**config.mk**
```make
export PLATFORM = sky130hd
export DESIGN_NAME = gbs_mac_unit
export DESIGN_NICKNAME = d
export VERILOG_FILES = /design/src/gbs_pkg.sv /design/src/gbs_mac_unit.sv
export SDC_FILE = /design/constraint.sdc
export NUM_CORES = 1
export LEC_CHECK = 0
export BUFFER_PORTS_ARGS = -buffer_cell sky130_fd_sc_hd__buf_4
export CELL_PAD_IN_SITES_DETAIL_PLACEMENT = 2
export CELL_PAD_IN_SITES_GLOBAL_PLACEMENT = 2
export CORE_UTILIZATION = 44
export CTS_CLUSTER_SIZE = 16
export DETAILED_ROUTE_END_ITERATION = 16
export PLACE_DENSITY_LB_ADDON = 0.1
export SETUP_SLACK_MARGIN = 0.4
export SLEW_MARGIN = 10
export SYNTH_ARGS = -nofsm -noshare
export SYNTH_HDL_FRONTEND = slang
export SYNTH_SLANG_ARGS = --single-unit
```
**constraint.sdc**
```tcl
create_clock -name clk -period 18 [get_ports clk]
set_input_delay 1.8 -clock clk [delete_from_list [all_inputs] [get_ports clk]]
set_output_delay 1.8 -clock clk [all_outputs]
set_load 0.01 [all_outputs]
```
**src/gbs_pkg.sv**
```systemverilog
// Shared constants and types of the grid bilinear sampler.
`timescale 1ns / 1ps

package gbs_pkg;

    localparam int GRID_WORDS      = 2048;
    localparam int ADDR_W          = $clog2(GRID_WORDS);
    localparam int COORD_FRAC_BITS = 10;
    localparam int COORD_W         = 24;
    localparam int DATA_W          = 32;
    localparam int SIDE_W          = 6;
    localparam int ENTRY_W         = 3 * DATA_W;
    localparam int WEIGHT_W        = COORD_FRAC_BITS + 1;
    localparam int ACC_W           = DATA_W + WEIGHT_W + 1;

    localparam logic [WEIGHT_W-1:0] WEIGHT_ONE = WEIGHT_W'(1) << COORD_FRAC_BITS;

    // one step of the shared multiply-accumulate unit
    typedef struct packed {
        logic                     en;
        logic                     clear;
        logic signed [DATA_W-1:0] operand;
        logic [WEIGHT_W-1:0]      weight;
    } mac_op_t;

endpackage

```
**src/gbs_mac_unit.sv**
```systemverilog
// Shared multiply-accumulate unit with floor scaling of the accumulator.
`timescale 1ns / 1ps

module gbs_mac_unit (
    input  logic                              clk,
    input  gbs_pkg::mac_op_t                  op,
    output logic signed [gbs_pkg::DATA_W-1:0] floor_out
);
    import gbs_pkg::*;

    logic signed [WEIGHT_W:0] weight_s;
    logic signed [ACC_W-1:0]  prod;
    logic signed [ACC_W-1:0]  acc_reg;

    assign weight_s = $signed({1'b0, op.weight});
    assign prod     = ACC_W'(op.operand) * ACC_W'(weight_s);

    always_ff @(posedge clk)
    begin
        if (op.en)
        begin
            if (op.clear)
            begin
                acc_reg <= prod;
            end
            else
            begin
                acc_reg <= acc_reg + prod;
            end
        end
    end

    // arithmetic shift right rounds toward minus infinity
    assign floor_out = acc_reg[COORD_FRAC_BITS +: DATA_W];

endmodule

```
* Word level (Yosys, flattened, before mapping)
Cells that the tools add are included.
** Word-level totals
- Bits of input ports :: 46
- Output and inout port bits :: 32
- Logic and storage cells :: 4
- Bits in registers :: 44
** Cells by class
- Multiply operators :: 1
- Multiplexer cells :: 1
- Add/sub/neg operators :: 1
** Operators with widths (count)
- 44-bit adder :: 1
- 32-bit by 12-bit multiplier with 44-bit output :: 1
- 44-bit 2-to-1 mux :: 1

* Logic depth before layout (Yosys ltp)
Gate-level depths: netlist of the first run.
- Depth in word-level cells :: 3
- Mapped depth :: 32
- Mapped depth without buffers :: 31

* Worst setup path after synthesis of the first run
OpenSTA, ideal clock, no wires.
- Path kind :: input to register
- Start :: in op[3] in the netlist's numbering
- End :: reg acc_reg[41], data pin
- Setup time :: 0.268 ns
- Cell stages on the path :: 30
- Path slack :: 9.003 ns
- Path buffers :: 2
- Required time :: 17.732 ns
- Arrival :: 8.729 ns
- Cells stage by stage :: clkbuf_1 nand2_1 fa_1 fa_1 inv_1 fa_1 fa_1 inv_1 fa_1 inv_1 ha_1 and4_1 a221oi_1 o211ai_1 a21o_1 a21o_1 a21o_1 a21oi_1 xnor2_1 ha_1 clkbuf_1 nand2_1 o21ai_0 o2111ai_1 nor4_1 o21ai_0 a221o_1 a32o_1 mux2i_1 xnor3_1
** Between the ends
- Longest elaborated chain between the ends :: 3
** Ends and longest elaborated chain
- start: declaration :: line gbs_mac_unit.sv:6 : input gbs_pkg::mac_op_t op,
- 32-bit by 12-bit multiplier with 44-bit output * :: line gbs_mac_unit.sv:16 : assign prod = ACC_W'(op.operand) * ACC_W'(weight_s);
- 44-bit adder :: line gbs_mac_unit.sv:28 : acc_reg <= acc_reg + prod;
- 44-bit 2-to-1 mux * :: line gbs_mac_unit.sv:22 : if (op.clear)
- end signal: assignment :: line gbs_mac_unit.sv:24 : acc_reg <= prod;
- end signal: assignment :: line gbs_mac_unit.sv:28
- end: declaration :: line gbs_mac_unit.sv:13 : logic signed [ACC_W-1:0] acc_reg;
Mark *: on every way between the ends. The rest lies on a longest branch, timed or not.
A chain may end at the register's enable or synchronous reset.

* Worst setup path after layout of the first run
- Start :: in op[4] in the netlist's numbering
- End :: reg acc_reg[35], data pin
Same word-level chain as after synthesis.

==> out/results.txt, run 1 <==
Data arrives at the worst endpoint at 10.04 ns. The run gives 347 as the starting DRC count in detailed routing. Sequential element share of the synthesized area: 7.951%. The type of the setup path with the least slack is in -> reg.

Buffers inserted to repair hold after CTS numbered 0. The stage delay of the slowest cell on the critical path was 0.56 ns; the worst-case register-to-register setup slack was 14.21 ns. The kind of end point of the critical path was a flip-flop.

After detailed routing, the number of vias per cell comes to 5.425. Buffers added to address setup during post-CTS repair amount to 0. The number of routed nets with antenna violations was 0; the routed via count was 12300. The number of levels in the clock H-tree came out at 2.

The floorplan step set the die width to 191.9 um. After synthesis the netlist holds a flip-flop and latch count of 42. Depth of the worst hold-timing path: 2. The slew at the pin with the worst max-slew slack came out at 0.8061 ns. The total of buffers placed on input and output ports is 77, and the worst reg-to-reg path cell count is 11. Relative to the synthesized area, the layout overhead comes to 4.812%. For this design the top-level I/O count stands at 78. STA classifies the critical path startpoint as a primary input. Start of the worst register-to-register path: acc_reg[0]. The worst hold path terminates at acc_reg[0]. The final wirelength is 50030 um. The highest clock rate was 100.2 MHz.

The tree built by TritonCTS fans out to 42 sinks. Predominant post-synthesis flop cell: sky130_fd_sc_hd__edfxtp_1. In this run the worst path has a maximum fanout of 32. In the global route stage, overall resource usage came out at 28.76%. The startpoint identified for the worst hold timing path is acc_reg[0].

For this configuration, the core starts out at a cell density of 44.70%. In this run the clock root is driven by a sky130_fd_sc_hd__clkbuf_16. The first global-routing pass estimated 80720 um of wire. The synthesized netlist cell count was 1830.

For the site row count, the log shows 69. Leaving out fill and tap cells, the most frequent cells in the layout are sky130_fd_sc_hd__inv_1 (386), sky130_fd_sc_hd__fa_1 (298), sky130_fd_sc_hd__nand2_1 (296), sky130_fd_sc_hd__ha_1 (138), sky130_fd_sc_hd__and2_1 (118). For the via count of the first global-routing pass, the log shows 14680.

After layout, the worst path uses 55.46% of the clock period. Worst hold-check path type: reg -> reg. The tools report the placeable core region as 0.03548 mm2. Number of buffers inserted during clock tree synthesis: 5.

The antenna diode count is 0, and the total die area is 0.03681 mm2. In the final timing run, aggregate negative setup slack is 0 ns. The floorplan step set the die height to 191.9 um. The tools report the worst flop-to-flop path endpoint as acc_reg[38]. The slowest stage of the critical path is the sky130_fd_sc_hd__fa_1 cell. The run gives 0.01586 mm2 as the combined area of all synthesized cells. The total overflow left after global routing is 0. The final layout contains 2287 nets. For the maximum number of buffers from clock root to sink, the log shows 2. Max-cap violations in this run came to 0.

The post-synthesis async set-or-reset flop share works out to 0%. The cell occurring most often along the worst timing path is sky130_fd_sc_hd__fa_1. The number of synthesized flops with an enable pin is 42, and the estimated wirelength of the detail-placed design is 41340 um. In this run, post-CTS repair resized a total of 0 instances.

At the end of routability-driven placement, the weighted congestion stood at 0.8226. The clock tree skew after final layout was 0.008950 ns; the max-slew violation total from the final report was 0. TritonCTS built the clock tree. At the worst endpoint, the required time is 18.06 ns.

The average detailed-routed wire length per instance was 22.07 um. The logs give 4 for the first-pass iteration count of the detailed router and 0 for the remaining design rule violation count. The number of distinct library cells after synthesis came out at 64.

The flow ran to the end, and the final reports show no timing, DRC or antenna violations. The post-layout minimum cycle time came out at 9.982 ns. Dividing the synthesized area by the synthesized cell count gives 8.667 um2. The run gives 0 as the count of final hold-check violations. Setup violations remaining at the end of the flow were counted as 0. Clock-pin slew was measured on the worst setup and hold paths at 0.07 ns. Initial antenna violation count: 0. Entering global routing, the biggest net connects 78 pins.

The flip-flop count of the largest register, all copies and words added was 42; the count of warnings emitted by yosys was 0. In this run the tightest slew margin relative to its limit is 46.26%. The proportion of layout cells with a drive suffix above 1 is 6.146%, and the total nets after synthesis is 2312. The later pin in the worst-skew pair is clocked with a latency of 0.30 ns. Setup repair after global routing left no endpoint under its margin.

Most common library cell in the layout ignoring fill and taps: sky130_fd_sc_hd__inv_1.
-- metrics by stage --
stage | worst slack [ns] | cells | area [um2] | hold WS (ns) | utilization, %
4_1_cts | 8.005 | 2267 | 16620 | 0.6979 | 46.85
3_3_place_gp | 8.156 | 2259 | 16490 | 0.6594 | 46.47
3_5_place_dp | 7.688 | 2259 | 16490 | 0.6815 | 46.47
5_1_grt | 7.491 | 2267 | 16620 | 0.7030 | 46.85
2_1_floorplan | 9.003 | 1830 | 15860 | 0.6495 | -
6_report | 8.018 | 2267 | 16620 | 0.6866 | 46.85
-- layer usage --
metal | global-route usage [%] | part of all wire, %
met1 | 38.53 | 46
met2 | 50.26 | 50
met3 | 2.046 | 2.6
met4 | 7.143 | 1.9
met5 | 0 | 0
-- how the worst max path moves through the flow --
stage | start | endpoint | slack (ns) | cells past startpoint
final | op[4] | acc_reg[35] | 8.02 | 29
after global routing | op[4] | acc_reg[35] | 7.49 | 29
after CTS | op[3] | acc_reg[41] | 8.00 | 29
after detailed placement | op[3] | acc_reg[35] | 7.69 | 29
after global placement | op[3] | acc_reg[37] | 8.16 | 28
after floorplan | op[3] | acc_reg[41] | 9.00 | 30
-- cells by family after synthesis --
| kind of cell | share of synthesized area [%] |
|---|---|
| and+or+nand+nor | 14.89 |
| buffers and inverters | 12.47 |
| adders and majority gates | 48.50 |
| AOI/OAI and AO/OA | 10.65 |
| xor gates and xnor gates | 4.339 |
| DFF | 7.951 |
| muxes | 1.199 |
-- cells in the mapped netlist (8+ instances only) --
| master | number | area share (%) |
|---|---|---|
| sky130_fd_sc_hd__edfxtp_1 | 42 | 8.0 |
| sky130_fd_sc_hd__ha_1 | 138 | 11 |
| sky130_fd_sc_hd__o21ai_0 | 56 | 1.8 |
| sky130_fd_sc_hd__nand2_1 | 296 | 7.0 |
| sky130_fd_sc_hd__xor2_1 | 28 | 1.5 |
| sky130_fd_sc_hd__xnor2_1 | 48 | 2.7 |
| sky130_fd_sc_hd__nor3_1 | 9 | 0.28 |
| sky130_fd_sc_hd__a21o_1 | 46 | 2.2 |
| sky130_fd_sc_hd__a21oi_1 | 57 | 1.8 |
| sky130_fd_sc_hd__mux2_2 | 16 | 1.1 |
| sky130_fd_sc_hd__inv_1 | 386 | 9.1 |
| sky130_fd_sc_hd__nor2_1 | 37 | 0.88 |
| sky130_fd_sc_hd__clkbuf_1 | 75 | 1.8 |
| sky130_fd_sc_hd__a211oi_1 | 11 | 0.52 |
| sky130_fd_sc_hd__fa_1 | 298 | 38 |
| sky130_fd_sc_hd__nand2b_1 | 8 | 0.32 |
| sky130_fd_sc_hd__o31ai_1 | 9 | 0.43 |
| sky130_fd_sc_hd__buf_4 | 32 | 1.5 |
| sky130_fd_sc_hd__and2_1 | 118 | 4.7 |
| sky130_fd_sc_hd__o211ai_1 | 8 | 0.38 |
| sky130_fd_sc_hd__a31oi_1 | 8 | 0.32 |
| sky130_fd_sc_hd__o21bai_1 | 9 | 0.43 |
| sky130_fd_sc_hd__nand3_1 | 10 | 0.32 |
-- critical path, delay by kind of cell --
family,cells,cell delay (ns)
AO/OA/AOI/OAI,12,3.34
multiplexers,1,0.27
XOR/XNOR,2,0.32
buffers and inverters,4,0.53
adder cells (fa/ha/maj),7,3.23
AND/OR/NAND/NOR,3,0.49
-- final cells by class --
| cell class | instances | area [um2] |
|---|---|---|
| Fill cell | 3960 | 18860 |
| Multi-Input combinational cell | 1293 | 12620 |
| Inverter | 386 | 1449 |
| Sequential cell | 42 | 1261 |
| Timing Repair Buffer | 77 | 578.1 |
| Tap cell | 461 | 576.8 |
| Clock buffer | 6 | 128.9 |
| Clock inverter | 2 | 8.758 |
Power of run 1 is not shown: default switching activity piles up to over one toggle a cycle in this logic, so the estimate is an artifact.
==> inputs of run 2 (changes only) <==
--- a/config.mk
+++ b/config.mk
@@ -8,7 +8,7 @@
 export BUFFER_PORTS_ARGS = -buffer_cell sky130_fd_sc_hd__buf_4
 export CELL_PAD_IN_SITES_DETAIL_PLACEMENT = 2
 export CELL_PAD_IN_SITES_GLOBAL_PLACEMENT = 2
-export CORE_UTILIZATION = 44
+export CORE_UTILIZATION = 41
 export CTS_CLUSTER_SIZE = 16
 export DETAILED_ROUTE_END_ITERATION = 16
 export PLACE_DENSITY_LB_ADDON = 0.1
==> constraint.sdc (replaced) <==
create_clock -name clk -period 9.65 [get_ports clk]
set_input_delay 0.965 -clock clk [delete_from_list [all_inputs] [get_ports clk]]
set_output_delay 0.965 -clock clk [all_outputs]
set_load 0.01 [all_outputs]
==> run 2 against run 1 <==
  * Global-route usage is 2.5 points lower
  * Cell count is 2.2% higher
  * First-iteration DRC count is 28% higher
==> out/results.txt, run 2 (synthesis gave the netlist of run 1 again) <==
The repair_antennas step left the layout with diodes totalling 0. Clock tree synthesis selected as its root buffer the cell sky130_fd_sc_hd__clkbuf_16. The tools report the worst-case register-to-register setup slack as 5.87 ns. The total setup violations reported at the end of the flow came out at 0.

After clock tree synthesis, the setup repair step added 0 buffers. The worst reg-to-reg path cell count was 11; the initial core utilization was 41.91%. Insertion delay of the later-clocked pin in the worst-skew pair: 0.30 ns. Summed over all layers, the global routing overflow is 0.

In this run the cell area measured after placement is 0.01656 mm2. The clock-pin slew on the worst setup and hold paths works out to 0.06 ns. STA puts the critical path data arrival time at 8.91 ns. At the end of the flow, the number of nets in the layout was 2289. The floorplan die height came out at 198.7 um.

Entering global routing, the biggest net connects 78 pins. The first global-routing pass estimated 79650 um of wire. Of the cells placed in the final design, the portion with a size suffix greater than 1 is 6.198%.

Using the TritonRoute via totals, the vias-per-cell ratio works out to 5.247. Summed over all failing endpoints, the final setup total negative slack is 0 ns. The count of cells in the finished layout, fillers not included, comes to 2318. Derived from the worst setup path, the maximum achievable clock frequency is 112.8 MHz. The floorplan die width is 198.7 um, and the sum of buffers and inverters on the critical path is 4. The tools report the sink of the worst hold path as acc_reg[0]. The stage delay of the slowest cell on the critical path is 0.58 ns, and the relative max-transition margin is 48.66%. Count of final hold-check violations: 0.

The die covers 0.03948 mm2. Setup repair after global routing left no endpoint under its margin. The tools report the number of maximum-capacitance violations as 0. The flow ran to the end, and the final reports show no timing, DRC or antenna violations.

The final wirelength is 48630 um. Site row count: 71. TritonCTS built the clock tree. Detailed routing inserted a total of 12160 vias. After layout, the worst path uses 91.88% of the clock period.

The tools report the placed cell count as 2311. In this design, the largest share of critical-path delay is due to adder cells. In this run the count of I/O pins placed on the die edge is 78. The worst register-to-register path ends at acc_reg[38]. The estimated wirelength of the detail-placed design was 40680 um. The cell occurring most often along the worst timing path is sky130_fd_sc_hd__fa_1. Slew at the pin with the worst max-slew slack: 0.7507 ns.

For the initial antenna violation count, the log shows 0. The register with the most flip-flops in the layout has 42 of them. The number of gates resized after CTS is 0, and the post-layout minimum cycle time is 8.866 ns. The critical-path cell with the highest stage delay is sky130_fd_sc_hd__fa_1.

The logs give 0.01670 mm2 for the final instance area and 0.007185 ns for the clock tree skew after final layout. The tools report the type of element launching the critical path as a primary input. For the worst hold-check slack, the log shows 0.7038 ns. The library cells used most frequently in the layout, excluding fill and tap cells, are sky130_fd_sc_hd__inv_1 (386), sky130_fd_sc_hd__fa_1 (298), sky130_fd_sc_hd__nand2_1 (296), sky130_fd_sc_hd__ha_1 (138), sky130_fd_sc_hd__and2_1 (118). The logs give 0 for the number of routed nets with antenna violations and 2 for the maximum number of buffers from clock root to sink. The library cell used most frequently in the layout, excluding fill and tap cells, is sky130_fd_sc_hd__inv_1. Routability-driven placement finished with a final weighted congestion of 0.8435.

Depth of the worst hold-timing path: 2. The tools report the kind of end point of the critical path as a flip-flop. The number of levels in the clock H-tree is 2, and the biggest fanout along the worst timing path is 32.

At the worst endpoint, the required time is 9.69 ns. The worst hold path begins at acc_reg[0]. In this run, post-CTS hold repair placed 0 buffers. The number of buffers inserted during clock tree synthesis is 5, and the all-layer global routing usage is 26.25%. The starting DRC count in detailed routing was 444; the area growth from synthesis to layout was 5.270%.

Type of the setup path with the least slack: in -> reg. The max-slew violation total from the final report is 0, and the placeable core region is 0.03784 mm2. Buffers placed on the I/O ports in this run total 77. The clock net in this run drives a total of 42 sinks. The pre-antenna-repair detailed-routing pass consisted of 5 iterations.

For this run, design rule violations remaining after detail routing come to 0. Average detailed-routed wire length per instance: 20.98 um. Worst hold-check path type: reg -> reg.

The tools report the start of the worst register-to-register path as acc_reg[0]. The via count of the first global-routing pass came out at 14290.
==> run 2: cell types whose count changed in the layout (fill, tap and decap cells not counted) <==
cell / before / now
sky130_fd_sc_hd__buf_4: 77 / 79
sky130_fd_sc_hd__o21ai_0: 56 / 54
sky130_fd_sc_hd__o21ai_1: 0 / 2
sky130_fd_sc_hd__clkbuf_1: 1 / 2
sky130_fd_sc_hd__clkinv_1: 1 / 0
sky130_fd_sc_hd__clkinv_2: 1 / 0
==> run 2: metrics by stage <==
step                utilization [%]  setup WS, ns
floorplan                         -         1.488
global placement              43.77        0.6475
detailed placement            43.77        0.2846
CTS                           44.12        0.6399
global route                  44.12        0.4306
finish                        44.12        0.7836
==> run 2: per-layer routing <==
| metal | global-route usage (%) | routed length (um) | vias to the layer above |
|---|---|---|---|
| met5 | 0 | 0 | - |
| met3 | 1.814 | 1297 | 37 |
| met1 | 37.10 | 23280 | 6422 |
| met2 | 44.51 | 23410 | 150 |
| met4 | 4.644 | 641 | 0 |
| li1 | - | - | 5554 |
==> run 2: cell type report <==
class / count / area (um2)
fill: 4258 / 21150
multi-input combinational: 1293 / 12620
inverter: 386 / 1449
sequential: 42 / 1261
tap: 511 / 639.4
timing repair buffer: 79 / 593.1
clock buffer: 7 / 132.6
==> run 2: how the worst max path moves through the flow <==
| stage | start | endpoint | depth (start not counted) |
|---|---|---|---|
| 6_report | op[4] | acc_reg[41] | 29 |
| 4_1_cts | op[4] | acc_reg[41] | 29 |
| 3_5_place_dp | op[3] | acc_reg[41] | 29 |
| 5_1_grt | op[4] | acc_reg[41] | 29 |
| 3_3_place_gp | op[3] | acc_reg[41] | 29 |
| 2_1_floorplan | op[3] | acc_reg[41] | 30 |
==> run 2: worst min-delay path, stage by stage, from the launching register on <==
cell and delay, ns:
sky130_fd_sc_hd__edfxtp_1 0.34, sky130_fd_sc_hd__ha_1 0.13, sky130_fd_sc_hd__mux2_2 0.13
Power of run 2 is left out for the same reason.
==> inputs of run 3 (changes only) <==
--- a/config.mk
+++ b/config.mk
@@ -8,6 +8,7 @@
 export BUFFER_PORTS_ARGS = -buffer_cell sky130_fd_sc_hd__buf_4
 export CELL_PAD_IN_SITES_DETAIL_PLACEMENT = 2
 export CELL_PAD_IN_SITES_GLOBAL_PLACEMENT = 2
+export CORE_MARGIN = 4
 export CORE_UTILIZATION = 41
 export CTS_CLUSTER_SIZE = 16
 export DETAILED_ROUTE_END_ITERATION = 16
==> run 3 against run 2 <==
  * Clock skew increased by 0.0044 ns
  * Non-clock buffer count decreased by 1
  * Die area increased by 6.1%
  * Sequential share of layout area about the same
  * Critical path type unchanged
  * Critical path depth decreased by 1
==> out/results.txt, run 3 (synthesis gave the netlist of run 1 again) <==
The run finished with clean final reports. Clock-pin slew was measured on the worst setup and hold paths at 0.07 ns. From left edge to right edge, the die measures 204.7 um. For the pin with the worst max-slew slack, the measured transition is 0.8216 ns.

The tools report the total die area as 0.04190 mm2. The register with the most flip-flops in the layout has 42 of them. STA puts the critical path data required time at 9.71 ns. Once detail routing completed, the nets flagged for antenna violations numbered 0. Startpoint of the most critical setup path: op[3]. After detailed placement, the total cell area comes to 0.01656 mm2. The buffer type at the clock tree root is sky130_fd_sc_hd__clkbuf_16. In this run the worst hold path is classified as reg -> reg. The max-slew violation total from the final report came out at 0. The number of ports placed on the die boundary is 78.

The antenna diode count is 0, and the count of non-filler cells in the finished layout is 2318. The total number of nets in the final design is 2288. Kind of end point of the critical path: a flip-flop. The stage delay of the slowest cell on the critical path is 0.58 ns, and the total clock sinks is 42. The logs give 2 for the maximum number of buffers from clock root to sink and 41.81% for the initial core utilization. Along the worst hold path, the cell count comes to 2.

Cell occurring most often along the worst timing path: sky130_fd_sc_hd__fa_1. The hold-fix buffer count after cts is 0. The placeable core region came out at 0.03793 mm2. Summing all non-filler instances in the final layout gives an area of 0.01669 mm2. The logs give 2 for the number of levels in the clock H-tree and 390 for the starting DRC count in detailed routing. For the maximum number of pins on one net before global-route repair, the log shows 78.

The area growth from synthesis to layout is 5.254%. For the final routed database, the setup TNS stands at 0 ns. Leaving out fill and tap cells, the most frequent cells in the layout are sky130_fd_sc_hd__inv_1 (386), sky130_fd_sc_hd__fa_1 (298), sky130_fd_sc_hd__nand2_1 (296), sky130_fd_sc_hd__ha_1 (138), sky130_fd_sc_hd__and2_1 (118). Routability-driven placement finished with a final weighted congestion of 0.8014.

For the count of final hold-check violations, the log shows 0. The site row count was 71. The worst-case register-to-register setup slack was 6.00 ns; the via density per instance was 5.268. The critical-path cell with the highest stage delay was sky130_fd_sc_hd__fa_1.

TritonCTS built the clock tree. The post-layout minimum cycle time works out to 8.783 ns. The total setup violations reported at the end of the flow was 0.

In the final layout, the multi-input gates occupy 0.01262 mm2. Clock latency on the worst-skew pair, taken at its later pin, is 0.30 ns. Global routing finished with a remaining overflow of 0. The run gives 5 as the number of buffers inserted during clock tree synthesis. The total of buffers placed on input and output ports is 77. The most common library cell in the layout ignoring fill and taps is sky130_fd_sc_hd__inv_1. In the final layout, flip-flops and latches occupy 0.001261 mm2. For the remaining design rule violation count, the log shows 0. The tools report the first-pass GRT wire length as 79910 um.

The start of the worst register-to-register path is acc_reg[0]. For this block, the routed nets add up to 49190 um of wire. After filler insertion, the fill cell instance count of the layout stands at 4274.

Based on the critical path, the design can be clocked at up to 113.9 MHz. The worst setup path is launched from a primary input. Setup repair after global routing left no endpoint under its margin.

For the final database, setup skew stands at 0.01158 ns. The all-layer global routing usage came out at 24.11%. The proportion of layout cells with a drive suffix above 1 is 6.198%, and the part of the cycle the worst path needs is 91.02%. The critical path in this run is classified as in -> reg. Including well taps, the total number of placed cells is 2310. Measured against its own limit, the worst slew margin works out to 45.23%. At the worst endpoint, the arrival time is 8.84 ns.

The worst reg-to-reg path cell count was 12. The run gives 0 as the number of gates resized after CTS. The initial antenna violation count was 0. The endpoint of the worst setup timing path is acc_reg[37]. The run gives 12210 as the routed via count. The post-CTS setup buffer count was 0; the average detailed-routed wire length per instance was 21.22 um. Along the worst path, the maximum fanout reaches 32. The floorplan die height is 204.7 um. The tool flagged a number of max-cap violations equal to 0. The logs give 14510 for the via count of the first global-routing pass and 44.01% for the final core area utilization.

The first-pass iteration count of the detailed router is 4, and the estimated wirelength of the detail-placed design is 40980 um. The endpoint identified for the worst register-to-register timing path is acc_reg[38].
-- run 3: cell types whose count changed in the layout (fill, tap and decap cells not counted), sizes merged --
cell | previous run | this run
clkinv | 0 | 2
clkbuf | 7 | 6
buf | 79 | 78
-- run 3: layer usage --
metal | GRT usage, % | part of all wire, % | up-vias
met2 | 41.47 | 48 | 180
met3 | 1.741 | 2.8 | 37
met5 | 0 | 0 | -
met1 | 34.21 | 48 | 6429
li1 | - | - | 5565
met4 | 3.900 | 1.4 | 0
-- run 3: area by class of cell --
class	count	share of cell area (%)
timing repair buffer	78	3.507
inverter	386	8.679
clock buffer	6	0.7719
multi-input combinational	1293	75.60
tap	511	3.830
clock inverter	2	0.05246
sequential	42	7.555
-- run 3: metrics by stage --
step,worst slack (ns),hold WS [ns]
floorplan,1.488,0.6495
global placement,0.6454,0.6569
detailed placement,0.4030,0.6722
CTS,0.7485,0.6885
global route,0.4032,0.7285
finish,0.8667,0.6826
-- run 3: how the worst min path moves through the flow --
stage	start	end	slack [ns]
global placement	acc_reg[0]	acc_reg[0]	0.66
CTS	acc_reg[0]	acc_reg[0]	0.69
global route	acc_reg[0]	acc_reg[0]	0.73
floorplan	acc_reg[0]	acc_reg[0]	0.65
finish	acc_reg[0]	acc_reg[0]	0.68
detailed placement	acc_reg[0]	acc_reg[0]	0.67
-- run 3: worst max-delay path: cells and delay by family --
| family | cells | cell delay [ns] |
|---|---|---|
| simple gates | 2 | 0.53 |
| fa+ha+maj | 7 | 3.17 |
| xor+xnor | 2 | 0.43 |
| mux | 1 | 0.27 |
| buf+inv | 4 | 0.47 |
| compound gates | 12 | 3.00 |
Power of run 3 is left out for the same reason.
